## src/sv/assert_macros.svh

```systemverilog
// assertion helpers used by binary_to_bcd_seven_segment
`ifndef ASSERT_MACROS_SVH
`define ASSERT_MACROS_SVH

`ifndef SYNTHESIS

// same-cycle implication, disabled while in reset
`define ASSERT_IMPL(lbl, clk, rstn, ante, cons) \
  lbl: assert property (@(posedge clk) disable iff (!(rstn)) (ante) |-> (cons)) \
    else $error("same-cycle check failed");

// next-cycle implication, disabled while in reset
`define ASSERT_NEXT(lbl, clk, rstn, ante, cons) \
  lbl: assert property (@(posedge clk) disable iff (!(rstn)) (ante) |=> (cons)) \
    else $error("next-cycle check failed");

`else

`define ASSERT_IMPL(lbl, clk, rstn, ante, cons)
`define ASSERT_NEXT(lbl, clk, rstn, ante, cons)

`endif

`endif

```

## src/sv/bbss_pkg.sv

```systemverilog
package bbss_pkg;

  localparam int VALUE_W  = 16;
  localparam int BCD_W    = 16;
  localparam int DIGIT_W  = 4;
  localparam int NUM_DIG  = 4;
  localparam int SEG_W    = 8;
  localparam int DCOUNT_W = 3;
  localparam int CFG_IDX_W = 1;
  localparam int CFG_DATA_W = 3;

  // number of shift steps, one per cell
  localparam int NUM_CELLS = VALUE_W;

  // configuration register indexes
  localparam logic [CFG_IDX_W-1:0] CFG_DIGIT_COUNT   = 1'b0;
  localparam logic [CFG_IDX_W-1:0] CFG_REVERSE_ORDER = 1'b1;

  localparam logic [DCOUNT_W-1:0] DCOUNT_RESET = 3'd4;
  localparam logic [DCOUNT_W-1:0] DCOUNT_TWO   = 3'd2;
  localparam logic [DCOUNT_W-1:0] DCOUNT_THREE = 3'd3;

  localparam logic [VALUE_W-1:0] LIMIT_TWO   = 16'd99;
  localparam logic [VALUE_W-1:0] LIMIT_THREE = 16'd999;
  localparam logic [VALUE_W-1:0] LIMIT_FOUR  = 16'd9999;

  localparam logic [DIGIT_W-1:0] DIGIT_ADJ_MIN = 4'd5;
  localparam logic [DIGIT_W-1:0] DIGIT_ADJ     = 4'd3;

  localparam logic [SEG_W-1:0] SEG_BLANK = 8'h00;

  // word handed from one cell to the next
  typedef struct packed {
    logic [BCD_W-1:0]   bcd;
    logic [VALUE_W-1:0] bin;
    logic               over;
  } dd_word_t;

  // value beyond what the selected digit count can show
  function automatic logic over_limit(input logic [VALUE_W-1:0] v,
                                      input logic [DCOUNT_W-1:0] dc);
    logic res;
    if (dc <= DCOUNT_TWO) begin
      res = (v > LIMIT_TWO);
    end else if (dc == DCOUNT_THREE) begin
      res = (v > LIMIT_THREE);
    end else begin
      res = (v > LIMIT_FOUR);
    end
    return res;
  endfunction

  // active-high glyph, bit 0 = segment a, point off
  function automatic logic [SEG_W-1:0] glyph(input logic [DIGIT_W-1:0] d);
    logic [SEG_W-1:0] g;
    unique case (d)
      4'd0:    g = 8'h3F;
      4'd1:    g = 8'h06;
      4'd2:    g = 8'h5B;
      4'd3:    g = 8'h4F;
      4'd4:    g = 8'h66;
      4'd5:    g = 8'h6D;
      4'd6:    g = 8'h7D;
      4'd7:    g = 8'h07;
      4'd8:    g = 8'h7F;
      4'd9:    g = 8'h6F;
      default: g = SEG_BLANK;
    endcase
    return g;
  endfunction

endpackage

```

## src/sv/bbss_in_if.sv

```systemverilog
interface bbss_in_if;
  import bbss_pkg::*;

  logic               valid;
  logic               ready;
  logic [VALUE_W-1:0] value;

  modport source (output valid, output value, input ready);
  modport sink   (input valid, input value, output ready);
endinterface

```

## src/sv/bbss_out_if.sv

```systemverilog
interface bbss_out_if;
  import bbss_pkg::*;

  logic             valid;
  logic             ready;
  logic [SEG_W-1:0] seg_slot0;
  logic [SEG_W-1:0] seg_slot1;
  logic [SEG_W-1:0] seg_slot2;
  logic [SEG_W-1:0] seg_slot3;
  logic             out_of_range;

  modport source (output valid, output seg_slot0, output seg_slot1, output seg_slot2,
                  output seg_slot3, output out_of_range, input ready);
  modport sink   (input valid, input seg_slot0, input seg_slot1, input seg_slot2,
                  input seg_slot3, input out_of_range, output ready);
endinterface

```

## src/sv/binary_to_bcd_seven_segment.sv

```systemverilog
// channel   dir  fields                                          width
// in_ch     in   value                                           16
// out_ch    out  seg_slot0..seg_slot3, out_of_range              8 x4, 1
// cfg       in   cfg_we, cfg_index, cfg_data (digit_count/order) 1, 1, 3
//
// one request accepted per cycle while the chain is not stalled; each result passes every cell, then the glyph register
// the path holds 16 double dabble cells (one shift each) plus the glyph register
// every stage has its own valid bit and ready, so bubbles close up under a stall
// synchronous active-low reset empties the chain; digit_count resets to 4, order to 0
`include "assert_macros.svh"

module binary_to_bcd_seven_segment (
  input  logic                            clk,
  input  logic                            rst_n,
  bbss_in_if.sink                         in_ch,
  bbss_out_if.source                      out_ch,
  input  logic                            cfg_we,
  input  logic [bbss_pkg::CFG_IDX_W-1:0]  cfg_index,
  input  logic [bbss_pkg::CFG_DATA_W-1:0] cfg_data
);
  import bbss_pkg::*;

  logic [DCOUNT_W-1:0] digit_count_r;
  logic                reverse_order_r;

  logic     cell_valid [NUM_CELLS+1];
  logic     cell_ready [NUM_CELLS+1];
  dd_word_t cell_word  [NUM_CELLS+1];

  // configuration registers
  always_ff @(posedge clk) begin
    if (!rst_n) begin
      digit_count_r   <= DCOUNT_RESET;
      reverse_order_r <= 1'b0;
    end else if (cfg_we) begin
      unique case (cfg_index)
        CFG_DIGIT_COUNT:   digit_count_r   <= cfg_data[DCOUNT_W-1:0];
        CFG_REVERSE_ORDER: reverse_order_r <= cfg_data[0];
      endcase
    end
  end

  // entry word: empty digits, range check against the live limit
  assign cell_valid[0]     = in_ch.valid;
  assign in_ch.ready       = cell_ready[0];
  assign cell_word[0].bcd  = '0;
  assign cell_word[0].bin  = in_ch.value;
  assign cell_word[0].over = over_limit(in_ch.value, digit_count_r);

  // chain of shift cells
  for (genvar i = 0; i < NUM_CELLS; i++) begin : g_cell
    bbss_cell u_cell (
      .clk      (clk),
      .rst_n    (rst_n),
      .up_valid (cell_valid[i]),
      .up_ready (cell_ready[i]),
      .up_word  (cell_word[i]),
      .dn_valid (cell_valid[i+1]),
      .dn_ready (cell_ready[i+1]),
      .dn_word  (cell_word[i+1])
    );
  end

  // glyph mapping and result register
  bbss_out u_out (
    .clk           (clk),
    .rst_n         (rst_n),
    .digit_count   (digit_count_r),
    .reverse_order (reverse_order_r),
    .up_valid      (cell_valid[NUM_CELLS]),
    .up_ready      (cell_ready[NUM_CELLS]),
    .up_word       (cell_word[NUM_CELLS]),
    .dn_valid      (out_ch.valid),
    .dn_ready      (out_ch.ready),
    .seg_slot0     (out_ch.seg_slot0),
    .seg_slot1     (out_ch.seg_slot1),
    .seg_slot2     (out_ch.seg_slot2),
    .seg_slot3     (out_ch.seg_slot3),
    .out_of_range  (out_ch.out_of_range)
  );

  // an accepted request always lands in the first cell
  `ASSERT_NEXT(a_entry_taken, clk, rst_n, in_ch.valid && in_ch.ready, cell_valid[1])

  // out of range blanks every slot
  `ASSERT_IMPL(a_blank_over, clk, rst_n, out_ch.valid && out_ch.out_of_range, (out_ch.seg_slot0 == SEG_BLANK) && (out_ch.seg_slot1 == SEG_BLANK) && (out_ch.seg_slot2 == SEG_BLANK) && (out_ch.seg_slot3 == SEG_BLANK))

  // two-digit mode leaves the upper slots dark
  `ASSERT_IMPL(a_two_digit, clk, rst_n, out_ch.valid && (digit_count_r <= DCOUNT_TWO) && !reverse_order_r, (out_ch.seg_slot2 == SEG_BLANK) && (out_ch.seg_slot3 == SEG_BLANK))

endmodule

```

## src/sv/bbss_cell.sv

```systemverilog
module bbss_cell (
  input  logic               clk,
  input  logic               rst_n,
  input  logic               up_valid,
  output logic               up_ready,
  input  bbss_pkg::dd_word_t up_word,
  output logic               dn_valid,
  input  logic               dn_ready,
  output bbss_pkg::dd_word_t dn_word
);
  import bbss_pkg::*;

  logic     valid_r;
  dd_word_t word_r;
  dd_word_t word_nxt;
  logic [BCD_W-1:0] adj;

  // add three to every digit of five or more
  always_comb begin
    for (int d = 0; d < NUM_DIG; d++) begin
      if (up_word.bcd[d*DIGIT_W +: DIGIT_W] >= DIGIT_ADJ_MIN) begin
        adj[d*DIGIT_W +: DIGIT_W] = up_word.bcd[d*DIGIT_W +: DIGIT_W] + DIGIT_ADJ;
      end else begin
        adj[d*DIGIT_W +: DIGIT_W] = up_word.bcd[d*DIGIT_W +: DIGIT_W];
      end
    end
  end

  // shift digits and binary left as one word
  always_comb begin
    word_nxt.bcd  = {adj[BCD_W-2:0], up_word.bin[VALUE_W-1]};
    word_nxt.bin  = {up_word.bin[VALUE_W-2:0], 1'b0};
    word_nxt.over = up_word.over;
  end

  assign up_ready = !valid_r || dn_ready;

  // stage occupancy
  always_ff @(posedge clk) begin
    if (!rst_n) begin
      valid_r <= 1'b0;
    end else if (up_valid && up_ready) begin
      valid_r <= 1'b1;
    end else if (dn_ready) begin
      valid_r <= 1'b0;
    end
  end

  // stage payload
  always_ff @(posedge clk) begin
    if (up_valid && up_ready) begin
      word_r <= word_nxt;
    end
  end

  assign dn_valid = valid_r;
  assign dn_word  = word_r;

endmodule

```

## src/sv/bbss_out.sv

```systemverilog
module bbss_out (
  input  logic                          clk,
  input  logic                          rst_n,
  input  logic [bbss_pkg::DCOUNT_W-1:0] digit_count,
  input  logic                          reverse_order,
  input  logic                          up_valid,
  output logic                          up_ready,
  input  bbss_pkg::dd_word_t            up_word,
  output logic                          dn_valid,
  input  logic                          dn_ready,
  output logic [bbss_pkg::SEG_W-1:0]    seg_slot0,
  output logic [bbss_pkg::SEG_W-1:0]    seg_slot1,
  output logic [bbss_pkg::SEG_W-1:0]    seg_slot2,
  output logic [bbss_pkg::SEG_W-1:0]    seg_slot3,
  output logic                          out_of_range
);
  import bbss_pkg::*;

  logic             valid_r;
  logic [SEG_W-1:0] slot [NUM_DIG];
  logic [SEG_W-1:0] seg0_r, seg1_r, seg2_r, seg3_r;
  logic [SEG_W-1:0] seg0_nxt, seg1_nxt, seg2_nxt, seg3_nxt;
  logic             over_r;
  logic [NUM_DIG-1:0] in_use;

  // digits shown in the selected mode
  always_comb begin
    in_use[0] = 1'b1;
    in_use[1] = 1'b1;
    in_use[2] = (digit_count > DCOUNT_TWO);
    in_use[3] = (digit_count > DCOUNT_THREE);
  end

  // glyph per digit, blank when unused or out of range
  always_comb begin
    for (int k = 0; k < NUM_DIG; k++) begin
      if (in_use[k] && !up_word.over) begin
        slot[k] = glyph(up_word.bcd[k*DIGIT_W +: DIGIT_W]);
      end else begin
        slot[k] = SEG_BLANK;
      end
    end
  end

  // optional swap of slot order
  always_comb begin
    if (reverse_order) begin
      seg0_nxt = slot[3];
      seg1_nxt = slot[2];
      seg2_nxt = slot[1];
      seg3_nxt = slot[0];
    end else begin
      seg0_nxt = slot[0];
      seg1_nxt = slot[1];
      seg2_nxt = slot[2];
      seg3_nxt = slot[3];
    end
  end

  assign up_ready = !valid_r || dn_ready;

  // result register occupancy
  always_ff @(posedge clk) begin
    if (!rst_n) begin
      valid_r <= 1'b0;
    end else if (up_valid && up_ready) begin
      valid_r <= 1'b1;
    end else if (dn_ready) begin
      valid_r <= 1'b0;
    end
  end

  // result payload
  always_ff @(posedge clk) begin
    if (up_valid && up_ready) begin
      seg0_r <= seg0_nxt;
      seg1_r <= seg1_nxt;
      seg2_r <= seg2_nxt;
      seg3_r <= seg3_nxt;
      over_r <= up_word.over;
    end
  end

  assign dn_valid     = valid_r;
  assign seg_slot0    = seg0_r;
  assign seg_slot1    = seg1_r;
  assign seg_slot2    = seg2_r;
  assign seg_slot3    = seg3_r;
  assign out_of_range = over_r;

endmodule

```

## src/flat_wrapper.sv

```systemverilog
// flat-port wrapper written by rule: the top's interface ports become plain ports
module binary_to_bcd_seven_segment_flat import bbss_pkg::*;
  (clk, rst_n, cfg_we, cfg_index, cfg_data, in_ch_valid, in_ch_value, in_ch_ready, out_ch_valid, out_ch_seg_slot0, out_ch_seg_slot1, out_ch_seg_slot2, out_ch_seg_slot3, out_ch_out_of_range, out_ch_ready);
  bbss_in_if in_ch_i ();
  bbss_out_if out_ch_i ();
  input  logic clk;
  input  logic rst_n;
  input  logic cfg_we;
  input  logic [bbss_pkg::CFG_IDX_W-1:0] cfg_index;
  input  logic [bbss_pkg::CFG_DATA_W-1:0] cfg_data;
  input wire logic [$bits(in_ch_i.valid)-1:0] in_ch_valid;
  input wire logic [$bits(in_ch_i.value)-1:0] in_ch_value;
  output wire logic [$bits(in_ch_i.ready)-1:0] in_ch_ready;
  output wire logic [$bits(out_ch_i.valid)-1:0] out_ch_valid;
  output wire logic [$bits(out_ch_i.seg_slot0)-1:0] out_ch_seg_slot0;
  output wire logic [$bits(out_ch_i.seg_slot1)-1:0] out_ch_seg_slot1;
  output wire logic [$bits(out_ch_i.seg_slot2)-1:0] out_ch_seg_slot2;
  output wire logic [$bits(out_ch_i.seg_slot3)-1:0] out_ch_seg_slot3;
  output wire logic [$bits(out_ch_i.out_of_range)-1:0] out_ch_out_of_range;
  input wire logic [$bits(out_ch_i.ready)-1:0] out_ch_ready;
  assign in_ch_i.valid = in_ch_valid;
  assign in_ch_i.value = in_ch_value;
  assign in_ch_ready = in_ch_i.ready;
  assign out_ch_valid = out_ch_i.valid;
  assign out_ch_seg_slot0 = out_ch_i.seg_slot0;
  assign out_ch_seg_slot1 = out_ch_i.seg_slot1;
  assign out_ch_seg_slot2 = out_ch_i.seg_slot2;
  assign out_ch_seg_slot3 = out_ch_i.seg_slot3;
  assign out_ch_out_of_range = out_ch_i.out_of_range;
  assign out_ch_i.ready = out_ch_ready;
  binary_to_bcd_seven_segment u_core (.clk(clk), .rst_n(rst_n), .in_ch(in_ch_i), .out_ch(out_ch_i), .cfg_we(cfg_we), .cfg_index(cfg_index), .cfg_data(cfg_data));
endmodule
```

## config.mk

```make
export PLATFORM = sky130hd
export DESIGN_NAME = binary_to_bcd_seven_segment_flat
export DESIGN_NICKNAME = d
export VERILOG_FILES = /design/src/sv/bbss_pkg.sv /design/src/sv/bbss_in_if.sv /design/src/sv/bbss_out_if.sv /design/src/sv/binary_to_bcd_seven_segment.sv /design/src/sv/bbss_cell.sv /design/src/sv/bbss_out.sv /design/src/flat_wrapper.sv
export VERILOG_INCLUDE_DIRS = /design/src /design/src/sv
export SDC_FILE = /design/constraint.sdc
export NUM_CORES = 1
export LEC_CHECK = 0
export BUFFER_PORTS_ARGS = -buffer_cell sky130_fd_sc_hd__buf_2
export CELL_PAD_IN_SITES_DETAIL_PLACEMENT = 0
export CELL_PAD_IN_SITES_GLOBAL_PLACEMENT = 1
export CORE_ASPECT_RATIO = 1.1
export CORE_MARGIN = 2
export CORE_UTILIZATION = 35
export CTS_BUF_LIST = sky130_fd_sc_hd__clkbuf_4 sky130_fd_sc_hd__clkbuf_8 sky130_fd_sc_hd__clkbuf_16
export DETAILED_ROUTE_END_ITERATION = 8
export GPL_ROUTABILITY_DRIVEN = 0
export GPL_TIMING_DRIVEN = 0
export PLACE_DENSITY = 0.65
export SLEW_MARGIN = 20
export SYNTH_ARGS = -nofsm -noshare
export SYNTH_HDL_FRONTEND = slang
export SYNTH_HIERARCHICAL = 1
export SYNTH_SLANG_ARGS = --single-unit
```

## constraint.sdc

```tcl
create_clock -name clk -period 4.9 [get_ports clk]
set_input_delay 0.49 -clock clk [delete_from_list [all_inputs] [get_ports clk]]
set_output_delay 0.49 -clock clk [all_outputs]
set_load 0.05 [all_outputs]
```

==> flow_metrics.tcl, run 1 <==
set metrics [dict create \
    status "finished clean" \
    drt_first_pass_iters 4 \
    grt_pass1_vias 11490 \
    antenna_found_initial 0 \
    placedCellCount 2548 \
    h-tree-depth 2 \
    antenna_left 0 \
    cts-resized-gates 0 \
    p_leak_nw 9.314 \
    worst_pin_slew_ns 0.9803 \
    cts-buffers-inserted 50 \
    grt_pass1_wl_um 51430 \
    grt_start_max_net_pins 33 \
    slew_viol_final 0 \
    port_buffers 55 \
    syn_area_sq_um 20980 \
    area_delta_synth_final_pct 15.51 \
    crit_arrival_ns 3.91 \
    ir_drop_mv 0.2408 \
    start_kind "flop" \
    setup_tns_ns 0 \
    cts-hold-fix-buffers 0 \
    period_needed_ns 4.404 \
    dr.first_iter.drc_count 387 \
    nets 2006 \
    hold_viol_final 0 \
    worst-path-max-fanout 3 \
    ios 60 \
    synthCells 1672 \
    fin_cells 2641 \
    core_area_sq_um 59510 \
    drcViolationCount 0 \
    wl_um 29830 \
    critPathKind "reg -> out" \
    power.density_nw_per_um2 347.2 \
    vias_per_cell 4.376 \
    die_w_um 237.4 \
    endpoint_kind "output port" \
    rsz0062_at_grt "false" \
    cap_violations 0 \
    top_layer_used "met4" \
    avgSynthCellArea_sq_um 12.55 \
    drive_above_1_share 0.1255 \
    slew_headroom 0.3465 \
    wl_met1_um 11990 \
    met2_length_um 15850 \
    grt_usage 0.09975 \
    hpwl_um 21580 \
    clock_path_buffers 3 \
    wl_per_cell_um 11.29 \
    met3_length_um 1216 \
    n_antenna_cell 0 \
    clkLatencyLatePin_ns 0.58 \
    cts.sinks 442 \
    overflow 0 \
    finalCritPeriodShare 0.8988 \
    nFillCells 5577 \
    fmax_mhz 227.1 \
    clkTransAtPathRegs_ns 0.05 \
    setup_viol 0 \
    worstPathRequired_ns 4.41 \
    vias 11558 \
    placementRows 94 \
    postCtsSetupRepairBufs 0 \
    die_area_sq_um 61910 \
    start_util 0.3525 \
    placed_area_sq_um 22420 \
    yosysWarnings 6 \
    stdcell_area_sq_um 24230 \
    cts_tree "built" \
    cts-root-buf "clkbuf_16" \
    die_y_um 260.8 \
    min_path_type "in -> reg" \
    clock-skew-final_ns 0.02046 \
]
## registers in the layout, summed over array words and instances (netlist names)
| signal | count |
|---|---|
| u_core/u_out/seg_slot2 | 7 |
| u_core/u_out/seg_slot3 | 7 |
| u_core/digit_count_r | 3 |
| u_core/u_out/dn_valid | 1 |
| u_core/g_cell.u_cell/dn_valid | 16 |
| u_core/u_out/seg_slot0 | 7 |
| u_core/reverse_order_r | 1 |
| u_core/u_out/seg_slot1 | 7 |
| u_core/g_cell.u_cell/dn_word | 392 |
| u_core/u_out/out_of_range | 1 |
## layout make-up
type,count,area [sq um],area share
sequential,442,13060,0.5391
timing repair buffer,55,275.3,0.01136
clock buffer,58,1341,0.05535
inverter,162,608.1,0.02510
clock inverter,35,462.9,0.01911
tap,768,960.9,0.03966
multi-input combinational,1107,7437,0.3069
buffer,14,82.58,0.003408
## cells in the final DEF, fill, tap and decap left out, types with 17 or more instances in the layout
| cell | instances |
|---|---|
| a21boi_0 | 18 |
| a21oi_1 | 17 |
| a21oi_2 | 64 |
| buf_2 | 61 |
| clkbuf_16 | 51 |
| conb_1 | 55 |
| dfxtp_1 | 21 |
| edfxtp_1 | 421 |
| ha_1 | 149 |
| inv_1 | 160 |
| mux2i_1 | 71 |
| nand2_1 | 250 |
| nand2b_1 | 138 |
| nor2_1 | 82 |
| o21ai_0 | 65 |
| o21ai_1 | 50 |
| xnor2_1 | 65 |
## stage by stage
| stage | utilization | hold WS, ns | total power (W) | setup slack, ns |
|---|---|---|---|---|
| after floorplan | - | 0.4003 | 0.004432 | 0.4609 |
| after global placement | 0.3766 | 0.4007 | 0.004481 | 0.2693 |
| after detailed placement | 0.3768 | 0.4045 | 0.004488 | 0.5961 |
| after CTS | 0.4071 | 0.03029 | 0.008566 | 0.3779 |
| after global routing | 0.4072 | 0.04175 | 0.008773 | 0.07787 |
| final | 0.4072 | 0.08989 | 0.008414 | 0.4960 |
## worst max-delay path: stages, from the launching register on
cell      delay (ns)
dfxtp_1         0.32
nand2b_1        0.08
nand2b_1        0.17
nand2b_1        0.17
nand2b_1        0.17
nand2b_1        0.17
nand2b_1        0.17
nand2b_1        0.17
nand2b_1        0.17
nand2b_1        0.16
nand2b_1        0.17
nand2b_1        0.17
nand2b_1        0.17
nand2b_1        0.17
nand2b_1        0.17
nand2b_1        0.18
nand2b_1        0.17
nand2b_1        0.17
buf_2           0.22
## per-layer routing
metal  vias to the layer above  global-route usage
met5                         -                   0
met4                         0             0.03896
met3                        55             0.02242
met2                       130              0.1919
met1                      5334              0.1050
li1                       6039                   -
## power by group
part           total [W]  switching, W  internal, W
logic           0.000209      0.000121    0.0000879
clock network    0.00401       0.00147      0.00254
registers        0.00420     0.0000340      0.00416
## worst paths after layout
path                                         endpoint  cells past startpoint  slack, ns                                 from
hold reg to reg   u_core/g_cell[9].u_cell/dn_word[11]                      0       0.41  u_core/g_cell[8].u_cell/dn_word[10]
hold / removal     u_core/g_cell[0].u_cell/dn_word[3]                      1       0.09                       in_ch_value[1]
setup reg to reg  u_core/g_cell[0].u_cell/dn_word[11]                     18       0.97                u_core/u_out/dn_valid
setup / recovery                          in_ch_ready                     18       0.50                u_core/u_out/dn_valid
(Power assumes the default switching activity.)
==> inputs of run 2 (changes only) <==
- CELL_PAD_IN_SITES_DETAIL_PLACEMENT: 0 -> default
- CELL_PAD_IN_SITES_GLOBAL_PLACEMENT: 1 -> default
- MAX_ROUTING_LAYER: default -> met4
- PLACE_DENSITY: 0.65 -> 0.58
==> run 2 against run 1 <==
Compared with the run above: sequential power about the same; critical path depth unchanged; highest routed layer unchanged; fmax fell by 0.86%; final cell count unchanged.
==> flow_metrics.tcl, run 2 (synthesis results as in run 1) <==
set metrics [dict create \
    worst_pin_slew_ns 1.009 \
    r2r_slack_ns 0.95 \
    dr.first_iter.drc_count 377 \
    grt_start_max_net_pins 33 \
    hp-start "in_ch_value[1]" \
    placedCellCount 2548 \
    rr_startpoint "u_core/u_out/dn_valid" \
    min_path_type "in -> reg" \
    drive_above_1_share 0.1255 \
    grt_pass1_wl_um 50350 \
    die_y_um 260.8 \
    clock_path_buffers 3 \
    largest_register_ffs 392 \
    rsz0062_at_grt "false" \
    wl_um 29300 \
    cts-hold-fix-buffers 0 \
    endpoint_kind "output port" \
    start_kind "flop" \
    start_util 0.3525 \
    ios 60 \
    postCtsSetupRepairBufs 0 \
    worstPathRequired_ns 4.41 \
    antenna_found_initial 0 \
    cts.sinks 442 \
    clkLatencyLatePin_ns 0.59 \
    final_common_cell "edfxtp_1" \
    die_area_sq_um 61910 \
    power.density_nw_per_um2 333.2 \
    grt_usage 0.09965 \
    dp_slack_ns 0.6151 \
    fin_cells 2641 \
    port_buffers 55 \
    critPathKind "reg -> out" \
    cts_tree "built" \
    slowest_stage "dfxtp_1" \
    p_leak_nw 9.248 \
    setup_viol 0 \
    drt_first_pass_iters 5 \
    worst-path-max-fanout 3 \
    critPathLaunch "u_core/u_out/dn_valid" \
    antenna_left 0 \
    overflow 0 \
    h-tree-depth 2 \
    clock-skew-final_ns 0.03968 \
    nets 2006 \
    cts-buffers-inserted 49 \
    p_total_w 0.008019 \
    vias_per_cell 4.422 \
    slew_viol_final 0 \
    status "finished clean" \
    n_antenna_cell 0 \
    setup_tns_ns 0 \
    vias 11678 \
    placementRows 94 \
    hpwl_um 21480 \
    drcViolationCount 0 \
    nFillCells 5532 \
    max_stage_delay_ns 0.33 \
    setup_slack_ns 0.4579 \
    crit_path_frequent_cell "nand2b_1" \
    finalCritPeriodShare 0.9065 \
    crit_arrival_ns 3.95 \
    hold_viol_final 0 \
    min_delay_path_depth 1 \
    cts-resized-gates 0 \
    cap_violations 0 \
    period_needed_ns 4.442 \
    final_cell_mix "421 x edfxtp_1, 250 x nand2_1, 160 x inv_1" \
    fmax_mhz 225.1 \
    cts-root-buf "clkbuf_16" \
    reg2regPathDepth 18 \
    ir_drop_mv 0.2528 \
    r2r-end "u_core/g_cell[0].u_cell/dn_word[11]" \
    slew_headroom 0.3274 \
    die_w_um 237.4 \
    area_delta_synth_final_pct 14.74 \
    crit_path_cell_trace "nand2b_1 > nand2b_1 > nand2b_1 > nand2b_1 > nand2b_1 > nand2b_1 > nand2b_1 > nand2b_1 > nand2b_1 > nand2b_1 > nand2b_1 > nand2b_1 > nand2b_1 > nand2b_1 > nand2b_1 > nand2b_1 > nand2b_1 > buf_2" \
    grt_pass1_vias 11685 \
    clkTransAtPathRegs_ns 0.06 \
    wl_per_cell_um 11.09 \
    core_area_sq_um 59510 \
    holdPathEnd "u_core/g_cell[0].u_cell/dn_word[3]" \
]
==> run 2: changes by cell type in the layout (fill, tap and decap cells not counted), moves of 2 or more <==
cell	change
clkinv_1	-2
bufinv_16	-7
clkinv_8	+2
and2_2	-2
clkbuf_16	-2
clkbuf_4	+7
and2_1	+2
clkinv_2	+3
==> run 2: routing by layer <==
layer / track usage / up-vias / routed length (um)
li1: - / 6042 / -
met1: 0.09431 / 5423 / 11090
met4: 0.04333 / 0 / 960
met5: - / - / 0
met3: 0.02031 / 69 / 1145
met2: 0.1934 / 144 / 16100
==> run 2: cell type report <==
class / instances / area [sq um] / area share
clock inverters: 29 / 286.5 / 0.01190
plain buffers: 14 / 82.58 / 0.003431
clock buffers: 63 / 1344 / 0.05583
inverters: 162 / 608.1 / 0.02526
repair buffers: 56 / 290.3 / 0.01206
multi-input cells: 1107 / 7435 / 0.3089
flip-flops and latches: 442 / 13060 / 0.5427
well taps: 768 / 960.9 / 0.03992
==> run 2: worst max-delay path by stage <==
stage	cells past startpoint	end
finish	18	in_ch_ready
global route	18	in_ch_ready
CTS	18	in_ch_ready
detailed placement	19	u_core/g_cell[0].u_cell/dn_word[9]
global placement	19	u_core/g_cell[0].u_cell/dn_word[8]
floorplan	18	u_core/g_cell[0].u_cell/dn_word[0]
==> run 2: worst max-delay path, delay by kind of cell, from the launching register on <==
kind | cells | cell delay (ns)
buffers and inverters | 1 | 0.22
and+or+nand+nor | 17 | 2.83
DFF | 1 | 0.33
==> run 2: stage by stage <==
stage / hold WS (ns) / cell area, sq um / util
6_report: 0.07949 / 24070 / 0.4044
5_1_grt: 0.05421 / 24070 / 0.4044
4_1_cts: 0.03692 / 24050 / 0.4041
3_5_place_dp: 0.4045 / 22420 / 0.3767
3_3_place_gp: 0.4015 / 22410 / 0.3766
2_1_floorplan: 0.4003 / 21180 / -
==> run 2: report_power, final <==
part	internal (W)	total (W)	switching, W
Sequential	0.00416	0.00420	0.0000341
Combinational	0.0000882	0.000212	0.000123
Clock	0.00216	0.00361	0.00145
Total	0.00641	0.00802	0.00161
